`config.mk`:
```
export PLATFORM = sky130hd
export DESIGN_NAME = ntc_table_interpolator
export DESIGN_NICKNAME = d
export VERILOG_FILES = /design/src/rtl/core/nti_pkg.sv /design/src/rtl/core/nti_rom.sv /design/src/rtl/core/nti_div.sv /design/src/rtl/core/ntc_table_interpolator.sv
export SDC_FILE = /design/constraint.sdc
export NUM_CORES = 2
export LEC_CHECK = 0
export ABC_AREA = 1
export BUFFER_PORTS_ARGS = -buffer_cell sky130_fd_sc_hd__buf_4
export CAP_MARGIN = 20
export CORE_ASPECT_RATIO = 1.5
export CORE_MARGIN = 3
export CORE_UTILIZATION = 55
export CTS_CLUSTER_DIAMETER = 50
export CTS_CLUSTER_SIZE = 40
export DETAILED_ROUTE_END_ITERATION = 16
export PLACE_DENSITY = 0.71
export REMOVE_ABC_BUFFERS = 1
export SLEW_MARGIN = 20
export SYNTH_ARGS = -nofsm -noshare
export SYNTH_HDL_FRONTEND = slang
export SYNTH_HIERARCHICAL = 1
export SYNTH_SLANG_ARGS = --single-unit
```
`constraint.sdc`:
```
create_clock -name i_clk -period 10.1 [get_ports i_clk]
set_input_delay 1.515 -clock i_clk [delete_from_list [all_inputs] [get_ports i_clk]]
set_output_delay 1.515 -clock i_clk [all_outputs]
set_load 0.005 [all_outputs]
```
`src/rtl/core/nti_pkg.sv`:
```
`timescale 1ns / 1ps
// ----------------------------------------------------------------------------
// nti_pkg
// Shared types, widths and the thermistor curve for the NTC table
// interpolator.
// ----------------------------------------------------------------------------
package nti_pkg;

    // Number of (code, temperature) pairs held in the curve ROM.
    localparam int STORED_ENTRIES     = 33;
    localparam int DEF_TABLE_ENTRIES  = 33;
    localparam int IDX_W              = $clog2(STORED_ENTRIES);

    // Field widths.
    localparam int KIND_W  = 1;
    localparam int VALUE_W = 32;
    localparam int CODE_W  = 12;
    localparam int RES_W   = 19;
    localparam int THR_W   = 8;
    localparam int THR_LSB = 4;

    // Internal arithmetic: differences of keys and values need one bit more
    // than the widest table value, products need twice that.
    localparam int VAL_W = RES_W + 1;
    localparam int DVD_W = 2 * VAL_W;

    // Conversion direction.
    localparam logic KIND_CODE_TO_TEMP = 1'b0;
    localparam logic KIND_TEMP_TO_CODE = 1'b1;

    typedef struct packed {
        logic [CODE_W-1:0]       code;
        logic signed [RES_W-1:0] temp;
    } t_entry;

    function automatic t_entry mk_entry(input logic [CODE_W-1:0] c,
                                        input logic signed [RES_W-1:0] t);
        t_entry e;
        e.code = c;
        e.temp = t;
        return e;
    endfunction

    // Thermistor curve: code falls and temperature rises with the index.
    function automatic t_entry curve_entry(input logic [IDX_W-1:0] idx);
        t_entry e;
        case (idx)
            6'd0:    e = mk_entry(12'hF8D, -19'sd26428);
            6'd1:    e = mk_entry(12'hF6A, -19'sd21922);
            6'd2:    e = mk_entry(12'hF29, -19'sd15958);
            6'd3:    e = mk_entry(12'hEE4, -19'sd11060);
            6'd4:    e = mk_entry(12'hE9D, -19'sd6890);
            6'd5:    e = mk_entry(12'hE3F, -19'sd2264);
            6'd6:    e = mk_entry(12'hDBF, 19'sd2961);
            6'd7:    e = mk_entry(12'hD33, 19'sd7818);
            6'd8:    e = mk_entry(12'hC97, 19'sd12525);
            6'd9:    e = mk_entry(12'hBF5, 19'sd16945);
            6'd10:   e = mk_entry(12'hB3A, 19'sd21623);
            6'd11:   e = mk_entry(12'hA42, 19'sd27431);
            6'd12:   e = mk_entry(12'h7F1, 19'sd40631);
            6'd13:   e = mk_entry(12'h734, 19'sd44960);
            6'd14:   e = mk_entry(12'h66B, 19'sd49757);
            6'd15:   e = mk_entry(12'h5A3, 19'sd54854);
            6'd16:   e = mk_entry(12'h4EE, 19'sd59898);
            6'd17:   e = mk_entry(12'h446, 19'sd65076);
            6'd18:   e = mk_entry(12'h43A, 19'sd65779);
            6'd19:   e = mk_entry(12'h430, 19'sd65856);
            6'd20:   e = mk_entry(12'h3C3, 19'sd69654);
            6'd21:   e = mk_entry(12'h3BD, 19'sd69873);
            6'd22:   e = mk_entry(12'h33B, 19'sd74910);
            6'd23:   e = mk_entry(12'h2BB, 19'sd80691);
            6'd24:   e = mk_entry(12'h259, 19'sd85844);
            6'd25:   e = mk_entry(12'h206, 19'sd90915);
            6'd26:   e = mk_entry(12'h1CE, 19'sd94873);
            6'd27:   e = mk_entry(12'h191, 19'sd99720);
            6'd28:   e = mk_entry(12'h160, 19'sd104216);
            6'd29:   e = mk_entry(12'h12E, 19'sd109531);
            6'd30:   e = mk_entry(12'h0F9, 19'sd116445);
            6'd31:   e = mk_entry(12'h0D7, 19'sd121600);
            6'd32:   e = mk_entry(12'h09F, 19'sd131839);
            default: e = mk_entry(12'h09F, 19'sd131839);
        endcase
        return e;
    endfunction

endpackage

```
`src/rtl/core/nti_rom.sv`:
```
`timescale 1ns / 1ps
// ----------------------------------------------------------------------------
// nti_rom
// Synchronous curve ROM: the read is registered, so an entry appears in the cycle after its address.
// ----------------------------------------------------------------------------
module nti_rom (
    input  logic                       i_clk,
    input  logic [nti_pkg::IDX_W-1:0]  i_addr,
    output nti_pkg::t_entry            o_data
);
    import nti_pkg::*;

    t_entry r_data;

    // Registered read of the entry at the presented address.
    always_ff @(posedge i_clk) begin
        r_data <= curve_entry(i_addr);
    end

    assign o_data = r_data;

endmodule

```
`src/rtl/core/nti_div.sv`:
```
`timescale 1ns / 1ps
// ----------------------------------------------------------------------------
// nti_div
// Signed restoring divider, two quotient bits per cycle. The quotient and
// remainder truncate toward zero and hold until the next start.
// ----------------------------------------------------------------------------
module nti_div (
    input  logic                              i_clk,
    input  logic                              i_rst_n,
    input  logic                              i_start,
    input  logic signed [nti_pkg::DVD_W-1:0]  i_dividend,
    input  logic signed [nti_pkg::VAL_W-1:0]  i_divisor,
    output logic                              o_done,
    output logic signed [nti_pkg::DVD_W-1:0]  o_quotient,
    output logic signed [nti_pkg::VAL_W-1:0]  o_remainder
);
    import nti_pkg::*;

    localparam int STEPS = DVD_W / 2;
    localparam int CNT_W = $clog2(STEPS);

    logic             r_busy;
    logic             r_done;
    logic [CNT_W-1:0] r_cnt;
    logic [VAL_W-1:0] r_rem;
    logic [DVD_W-1:0] r_quo;
    logic [VAL_W-1:0] r_dvs;
    logic             r_neg_q;
    logic             r_neg_r;

    logic [VAL_W:0]   t1;
    logic [VAL_W:0]   t2;
    logic             ge1;
    logic             ge2;
    logic [VAL_W-1:0] rem1;
    logic [VAL_W-1:0] rem2;
    logic [DVD_W-1:0] quo1;
    logic [DVD_W-1:0] quo2;
    logic [DVD_W-1:0] mag_a;
    logic [VAL_W-1:0] mag_b;

    // Operand magnitudes.
    assign mag_a = i_dividend[DVD_W-1] ? DVD_W'(-i_dividend) : i_dividend;
    assign mag_b = i_divisor[VAL_W-1]  ? VAL_W'(-i_divisor)  : i_divisor;

    // Two restoring steps per cycle; the dividend shifts out of the top of
    // the quotient register while quotient bits shift in at the bottom.
    always_comb begin
        t1   = {r_rem, r_quo[DVD_W-1]};
        ge1  = (t1 >= {1'b0, r_dvs});
        rem1 = ge1 ? VAL_W'(t1 - {1'b0, r_dvs}) : t1[VAL_W-1:0];
        quo1 = {r_quo[DVD_W-2:0], ge1};
        t2   = {rem1, quo1[DVD_W-1]};
        ge2  = (t2 >= {1'b0, r_dvs});
        rem2 = ge2 ? VAL_W'(t2 - {1'b0, r_dvs}) : t2[VAL_W-1:0];
        quo2 = {quo1[DVD_W-2:0], ge2};
    end

    // Control.
    always_ff @(posedge i_clk) begin
        if (!i_rst_n) begin
            r_busy <= 1'b0;
            r_done <= 1'b0;
            r_cnt  <= '0;
        end else begin
            r_done <= 1'b0;
            if (i_start) begin
                r_busy <= 1'b1;
                r_cnt  <= '0;
            end else if (r_busy) begin
                r_cnt <= r_cnt + 1'b1;
                if (r_cnt == CNT_W'(STEPS - 1)) begin
                    r_busy <= 1'b0;
                    r_done <= 1'b1;
                end
            end
        end
    end

    // Datapath.
    always_ff @(posedge i_clk) begin
        if (i_start) begin
            r_rem   <= '0;
            r_quo   <= mag_a;
            r_dvs   <= mag_b;
            r_neg_q <= i_dividend[DVD_W-1] ^ i_divisor[VAL_W-1];
            r_neg_r <= i_dividend[DVD_W-1];
        end else if (r_busy) begin
            r_rem <= rem2;
            r_quo <= quo2;
        end
    end

    assign o_done      = r_done;
    assign o_quotient  = r_neg_q ? -$signed(r_quo) : $signed(r_quo);
    assign o_remainder = r_neg_r ? -$signed(r_rem) : $signed(r_rem);

endmodule

```
`src/rtl/core/ntc_table_interpolator.sv`:
```
`timescale 1ns / 1ps
// ----------------------------------------------------------------------------
// ntc_table_interpolator
// Converts a thermistor code to millidegrees or back through a piecewise
// linear curve held in a synchronous ROM.
// ----------------------------------------------------------------------------
// The block takes one conversion at a time: start is accepted while busy is
// low. The result is registered on o_result and o_threshold_code and held
// there, and o_done is high for exactly one cycle. The receiver cannot stall,
// so o_done must be sampled in that cycle; busy falls in the same cycle, so
// the next start can be given right then. An input at or beyond either end
// of the curve returns the end entry after its end check, an exact key match
// after the end checks and the search probes. An input between keys goes
// through the ROM lookups for the end checks, the binary search probes (each
// one ROM read), the fetch of the segment ends, a divider pass, the two
// multiply steps, a second divider pass and the result. The divider
// retires two quotient bits per cycle.
// ----------------------------------------------------------------------------
module ntc_table_interpolator #(
    parameter int TABLE_ENTRIES = nti_pkg::DEF_TABLE_ENTRIES
) (
    input  logic                                i_clk,
    input  logic                                i_rst_n,
    input  logic                                start,
    output logic                                busy,
    input  logic [nti_pkg::KIND_W-1:0]          i_kind,
    input  logic signed [nti_pkg::VALUE_W-1:0]  i_value,
    output logic                                o_done,
    output logic signed [nti_pkg::RES_W-1:0]    o_result,
    output logic [nti_pkg::THR_W-1:0]           o_threshold_code
);
    import nti_pkg::*;

    // Entries in use, limited to the stored curve and at least two.
    localparam int EFF_ENTRIES = (TABLE_ENTRIES > STORED_ENTRIES) ? STORED_ENTRIES :
                                 ((TABLE_ENTRIES < 2) ? 2 : TABLE_ENTRIES);
    localparam int LW = IDX_W + 1;
    localparam logic [LW-1:0] LAST_IDX = LW'(EFF_ENTRIES - 1);
    localparam logic [LW-1:0] MID0_IDX = LW'((EFF_ENTRIES - 1) / 2);

    // Sequencer states.
    localparam logic [3:0] S_IDLE   = 4'd0;
    localparam logic [3:0] S_CHK0   = 4'd1;
    localparam logic [3:0] S_CHKL   = 4'd2;
    localparam logic [3:0] S_PROBE  = 4'd3;
    localparam logic [3:0] S_FETCHA = 4'd4;
    localparam logic [3:0] S_FETCHB = 4'd5;
    localparam logic [3:0] S_DIV1   = 4'd6;
    localparam logic [3:0] S_MULQ   = 4'd7;
    localparam logic [3:0] S_MULR   = 4'd8;
    localparam logic [3:0] S_DIV2   = 4'd9;

    logic [3:0]                r_state, n_state;
    logic                      r_kind, n_kind;
    logic signed [VALUE_W-1:0] r_x, n_x;
    logic [LW-1:0]             r_lo, n_lo;
    logic [LW-1:0]             r_hi, n_hi;
    logic [LW-1:0]             r_mid, n_mid;
    logic signed [VAL_W-1:0]   r_key_a, n_key_a;
    logic signed [VAL_W-1:0]   r_val_a, n_val_a;
    logic signed [VAL_W-1:0]   r_base, n_base;
    logic signed [VAL_W-1:0]   r_d, n_d;
    logic signed [VAL_W-1:0]   r_n, n_n;
    logic signed [DVD_W-1:0]   r_qn, n_qn;
    logic signed [DVD_W-1:0]   r_div_a, n_div_a;
    logic                      r_div_go, n_div_go;
    logic signed [RES_W-1:0]   r_result, n_result;
    logic [THR_W-1:0]          r_thr, n_thr;
    logic                      r_done, n_done;

    logic [IDX_W-1:0]          rom_addr;
    t_entry                    rom_data;
    logic signed [VAL_W-1:0]   key;
    logic signed [VAL_W-1:0]   val;
    logic signed [VALUE_W-1:0] key_x;
    logic                      lt_rank;
    logic                      gt_rank;
    logic [LW-1:0]             lo_t;
    logic [LW-1:0]             hi_t;
    logic [LW-1:0]             lo_c;
    logic [LW:0]               mid_s;
    logic signed [VAL_W-1:0]   d_c;
    logic signed [VAL_W-1:0]   dx_c;
    logic signed [VAL_W-1:0]   mul_a;
    logic signed [DVD_W-1:0]   mul_p;
    logic signed [DVD_W-1:0]   sum;
    logic                      fin_en;
    logic [RES_W-1:0]          fin_val;
    logic                      div_done;
    logic signed [DVD_W-1:0]   div_q;
    logic signed [VAL_W-1:0]   div_r;

    nti_rom u_rom (
        .i_clk  (i_clk),
        .i_addr (rom_addr),
        .o_data (rom_data)
    );

    nti_div u_div (
        .i_clk       (i_clk),
        .i_rst_n     (i_rst_n),
        .i_start     (r_div_go),
        .i_dividend  (r_div_a),
        .i_divisor   (r_d),
        .o_done      (div_done),
        .o_quotient  (div_q),
        .o_remainder (div_r)
    );

    // Key and paired value of the entry just read, chosen by direction.
    always_comb begin
        if (r_kind == KIND_TEMP_TO_CODE) begin
            key = VAL_W'(rom_data.temp);
            val = $signed({{(VAL_W - CODE_W){1'b0}}, rom_data.code});
        end else begin
            key = $signed({{(VAL_W - CODE_W){1'b0}}, rom_data.code});
            val = VAL_W'(rom_data.temp);
        end
        key_x = VALUE_W'(key);
        // Keys are ranked so that they rise with the index: codes fall.
        lt_rank = (r_kind == KIND_TEMP_TO_CODE) ? (key_x < r_x) : (key_x > r_x);
        gt_rank = (r_kind == KIND_TEMP_TO_CODE) ? (key_x > r_x) : (key_x < r_x);
    end

    // Shared multiplier: quotient times offset, then remainder times offset.
    assign mul_a = (r_state == S_MULQ) ? div_q[VAL_W-1:0] : div_r;
    assign mul_p = DVD_W'(mul_a * r_n);
    assign sum   = DVD_W'(r_base) + r_qn + div_q;
    assign d_c   = r_key_a - key;
    assign dx_c  = r_val_a - val;

    // Sequencer: clamp checks, binary search over the ROM, interpolation.
    always_comb begin
        n_state  = r_state;
        n_kind   = r_kind;
        n_x      = r_x;
        n_lo     = r_lo;
        n_hi     = r_hi;
        n_mid    = r_mid;
        n_key_a  = r_key_a;
        n_val_a  = r_val_a;
        n_base   = r_base;
        n_d      = r_d;
        n_n      = r_n;
        n_qn     = r_qn;
        n_div_a  = r_div_a;
        n_div_go = 1'b0;
        n_result = r_result;
        n_thr    = r_thr;
        n_done   = 1'b0;
        rom_addr = '0;
        fin_en   = 1'b0;
        fin_val  = '0;
        lo_t     = r_lo;
        hi_t     = r_hi;
        lo_c     = r_lo;
        mid_s    = '0;

        unique case (r_state)
            S_IDLE: begin
                if (start) begin
                    n_kind  = i_kind;
                    n_x     = i_value;
                    n_state = S_CHK0;
                end
            end
            S_CHK0: begin
                if (!lt_rank) begin
                    fin_en  = 1'b1;
                    fin_val = val[RES_W-1:0];
                end else begin
                    rom_addr = LAST_IDX[IDX_W-1:0];
                    n_state  = S_CHKL;
                end
            end
            S_CHKL: begin
                if (!gt_rank) begin
                    fin_en  = 1'b1;
                    fin_val = val[RES_W-1:0];
                end else begin
                    n_lo     = '0;
                    n_hi     = LAST_IDX;
                    n_mid    = MID0_IDX;
                    rom_addr = MID0_IDX[IDX_W-1:0];
                    n_state  = S_PROBE;
                end
            end
            S_PROBE: begin
                if (lt_rank) begin
                    lo_t = r_mid + 1'b1;
                end else if (gt_rank) begin
                    hi_t = r_mid - 1'b1;
                end else begin
                    fin_en  = 1'b1;
                    fin_val = val[RES_W-1:0];
                end
                if (!fin_en) begin
                    n_lo = lo_t;
                    n_hi = hi_t;
                    if (lo_t <= hi_t) begin
                        mid_s    = {1'b0, lo_t} + {1'b0, hi_t};
                        n_mid    = mid_s[LW:1];
                        rom_addr = mid_s[IDX_W:1];
                    end else begin
                        // Bracket the input between entries lo-1 and lo.
                        if (lo_t < LW'(1)) begin
                            lo_c = LW'(1);
                        end else if (lo_t > LAST_IDX) begin
                            lo_c = LAST_IDX;
                        end else begin
                            lo_c = lo_t;
                        end
                        n_lo     = lo_c;
                        rom_addr = IDX_W'(lo_c - 1'b1);
                        n_state  = S_FETCHA;
                    end
                end
            end
            S_FETCHA: begin
                n_key_a  = key;
                n_val_a  = val;
                rom_addr = r_lo[IDX_W-1:0];
                n_state  = S_FETCHB;
            end
            S_FETCHB: begin
                if (d_c == '0) begin
                    fin_en  = 1'b1;
                    fin_val = val[RES_W-1:0];
                end else begin
                    n_base   = val;
                    n_d      = d_c;
                    n_n      = VAL_W'(r_x - key_x);
                    n_div_a  = DVD_W'(dx_c);
                    n_div_go = 1'b1;
                    n_state  = S_DIV1;
                end
            end
            S_DIV1: begin
                if (div_done) begin
                    n_state = S_MULQ;
                end
            end
            S_MULQ: begin
                n_qn    = mul_p;
                n_state = S_MULR;
            end
            S_MULR: begin
                n_div_a  = mul_p;
                n_div_go = 1'b1;
                n_state  = S_DIV2;
            end
            S_DIV2: begin
                if (div_done) begin
                    fin_en  = 1'b1;
                    fin_val = sum[RES_W-1:0];
                end
            end
            default: begin
                n_state = S_IDLE;
            end
        endcase

        // Deliver the result and return to idle.
        if (fin_en) begin
            n_result = $signed(fin_val);
            n_thr    = (r_kind == KIND_TEMP_TO_CODE) ? fin_val[THR_LSB +: THR_W] : '0;
            n_done   = 1'b1;
            n_state  = S_IDLE;
        end
    end

    // Control registers.
    always_ff @(posedge i_clk) begin
        if (!i_rst_n) begin
            r_state  <= S_IDLE;
            r_div_go <= 1'b0;
            r_done   <= 1'b0;
        end else begin
            r_state  <= n_state;
            r_div_go <= n_div_go;
            r_done   <= n_done;
        end
    end

    // Payload registers.
    always_ff @(posedge i_clk) begin
        r_kind   <= n_kind;
        r_x      <= n_x;
        r_lo     <= n_lo;
        r_hi     <= n_hi;
        r_mid    <= n_mid;
        r_key_a  <= n_key_a;
        r_val_a  <= n_val_a;
        r_base   <= n_base;
        r_d      <= n_d;
        r_n      <= n_n;
        r_qn     <= n_qn;
        r_div_a  <= n_div_a;
        r_result <= n_result;
        r_thr    <= n_thr;
    end

    assign busy             = (r_state != S_IDLE);
    assign o_done           = r_done;
    assign o_result         = r_result;
    assign o_threshold_code = r_thr;

endmodule
```
==> flow_summary.toml <==
[route]
wl_per_cell_um = 20.2
via_per_inst = 5.50
drc = 0
antenna_left = 0
dr_total_vias = 33900
drtIter0Drc = 2505
drtPass1Iterations = 6
drt-total-wl_um = 124000

[clocking]
h-tree-depth = 2
cts.clk_slew.worst_paths_ps = 70
cts_tree = "built"
cts_hold_buf = 0
cts_setup_buffers = 0
cts_buffers = 37
cts_root_buffer = "clkbuf_16"
clock-sinks = 363
cts_buffer_depth = 3
clock_latency_ps = 580

[power]
switching_power_mw = 7.71
total_leakage_power_nw = 22.0
powerDensity_mw_per_mm2 = 324
power_frac_clock_pct = 10.9
p_total_mw = 14.2
ir_worst_vdd_mv = 0.352
p_sw_share_pct = 54.3
share_comb_of_total_power_pct = 74.6
internal_power_mw = 6.48
seq_power_share_pct = 14.5

[worst_setup_path]
crit_required_ps = 10370
crit_path_max_incr_delay_ps = 620
cp-end-kind = "register"
worstSetupStartpointType = "register"
criticalPathCategory = "reg2reg"
critical_path.top_delay_family = "adder cells"
crit_buf_inv = 9
arrival_ps = 9680
cpMaxStageDelayCell = "o21ai_1"
cp_max_fo = 9

[timing]
hold_viol = 0
tightestPinTransition_ps = 1060
fin_skew_ps = 53.8
hold_ws_ps = 477
grt_setup_unrepaired = "false"
relSlewSlack_pct = 29.0
slew_violations = 0
final.setup.tns_ps = 0
period_needed_ps = 9410
setup_viol = 0
fmax_mhz = 106
period_share_pct = 93.1

[place]
gp_congestion = 0.991
port_buffers = 64
hpwl_um = 103000
dp_cells = 6105

[final_layout]
nets = 5930
fillers = 6825
finalNonFillerCells = 6172
antenna_cells = 0
layout-drive-gt1-share_pct = 5.44
syn_to_final_growth_pct = 7.41

[synthesis]
synth-warning-count = 6
syn-mean-instance-area_sq_um = 7.96
syn_inst = 5124
synth_area_sq_mm = 0.0408

[floorplan]
num_io_pins = 65
die_w_um = 228
fp.dieArea_sq_mm = 0.0775
core_area_sq_mm = 0.0730
fp.dieH_um = 340
start_util_pct = 55.9
fp-row-count = 121

[status]
status = "finished clean"

[global_routing]
grt_max_degree = 57
grt_pass1_vias = 34500
grt_util_all_layers_pct = 32.2
grt_pass1_wl_um = 194000
antenna_found_initial = 0
globalRouteOverflowTotal = 0

[job]
cap_violations = 0

[hold_path]
hold_class = "reg2reg"
[power groups by stage]
stage	clock [mW]	combinational, mW	sequential, mW
floorplan	0	7.40	2.07
global placement	0	10.4	2.08
detailed placement	0	10.6	2.08
CTS	1.57	10.6	2.05
global route	1.62	12.0	2.07
finish	1.55	10.6	2.05
[registers in the layout, indices dropped and copies added, names as in the netlist, 5 cells and up]
register          count
u_div/r_rem          20
u_div/r_cnt           5
r_val_a              19
r_key_a              19
r_lo                  7
u_div/r_quo          40
u_rom/o_data         31
r_mid                 7
r_hi                  7
u_div/r_dvs          20
r_div_a              40
r_base               19
o_result             19
r_n                  20
r_qn                 19
r_d                  20
o_threshold_code      8
r_x                  32
[repair_timing]
| item | CTS | global route |
|---|---|---|
| hold endpoints to repair | 0 | 0 |
| setup endpoints to repair | 0 | 4 |
| resized for setup | 0 | 1 |
[cell usage in the layout, fill, tap and decap left out, types with 7 or more instances in the layout]
cell and n:
buf_4 126, inv_2 8, nor2_1 521, a21oi_1 210
dfxtp_1 63, o21ai_1 34, ha_1 289, fa_1 445
xnor2_1 74, a31oi_1 11, a211oi_1 7, or2_2 29
nand4_1 65, o21a_1 9, inv_1 1050, nor3_1 46
nor4_1 12, o211ai_1 11, nand3b_1 25, nand2_2 13
clkbuf_16 38, o21ai_0 206, clkinv_1 18, edfxtp_1 299
nor2_2 10, xor2_1 123, nand3_1 201, nand2_1 1135
[worst paths after layout]
| path | from | endpoint | slack [ps] | cells after the start |
|---|---|---|---|---|
| worst max-delay path | u_div/r_quo[0] | r_div_a[32] | 690 | 37 |
| worst min-delay path | u_div/r_rem[19] | u_div/r_rem[19] | 480 | 2 |
| worst max register to register | u_div/r_quo[0] | r_div_a[32] | 690 | 37 |
| worst min register to register | u_div/r_rem[19] | u_div/r_rem[19] | 480 | 2 |
[through the flow]
step / utilization, % / area, sq um / setup WS [ps]
floorplan: - / 40200 / 460
global placement: 58.1 / 42400 / 565
detailed placement: 58.1 / 42400 / 470
CTS: 60.0 / 43800 / 423
global route: 60.0 / 43800 / 28.7
finish: 60.0 / 43800 / 692
[layer usage]
layer	GRT usage [%]	share of wire (%)
met1	37.5	37
met2	56.8	50
met3	4.34	5.9
met4	18.9	7.2
met5	0	0
[worst reg2reg max path: cells and delay by family (launching register included)]
family          cells  cell delay [ps]
simple gates       11             1750
fa+ha+maj           9             4010
compound gates      7             1430
xor+xnor            1              180
buf+inv             9             1270
flops               1              460
[area by class of cell]
class                           count  area, sq um  share of cell area (%)
Clock buffer                       39          955                    2.18
Clock inverter                     28          419                   0.957
Inverter                         1075         4040                    9.21
Multi-Input combinational cell   3556        25900                    59.2
Sequential cell                   363        10300                    23.4
Tap cell                          984         1230                    2.81
Timing Repair Buffer              127          973                    2.22
No activity file was read; power rests on OpenSTA's default activity.
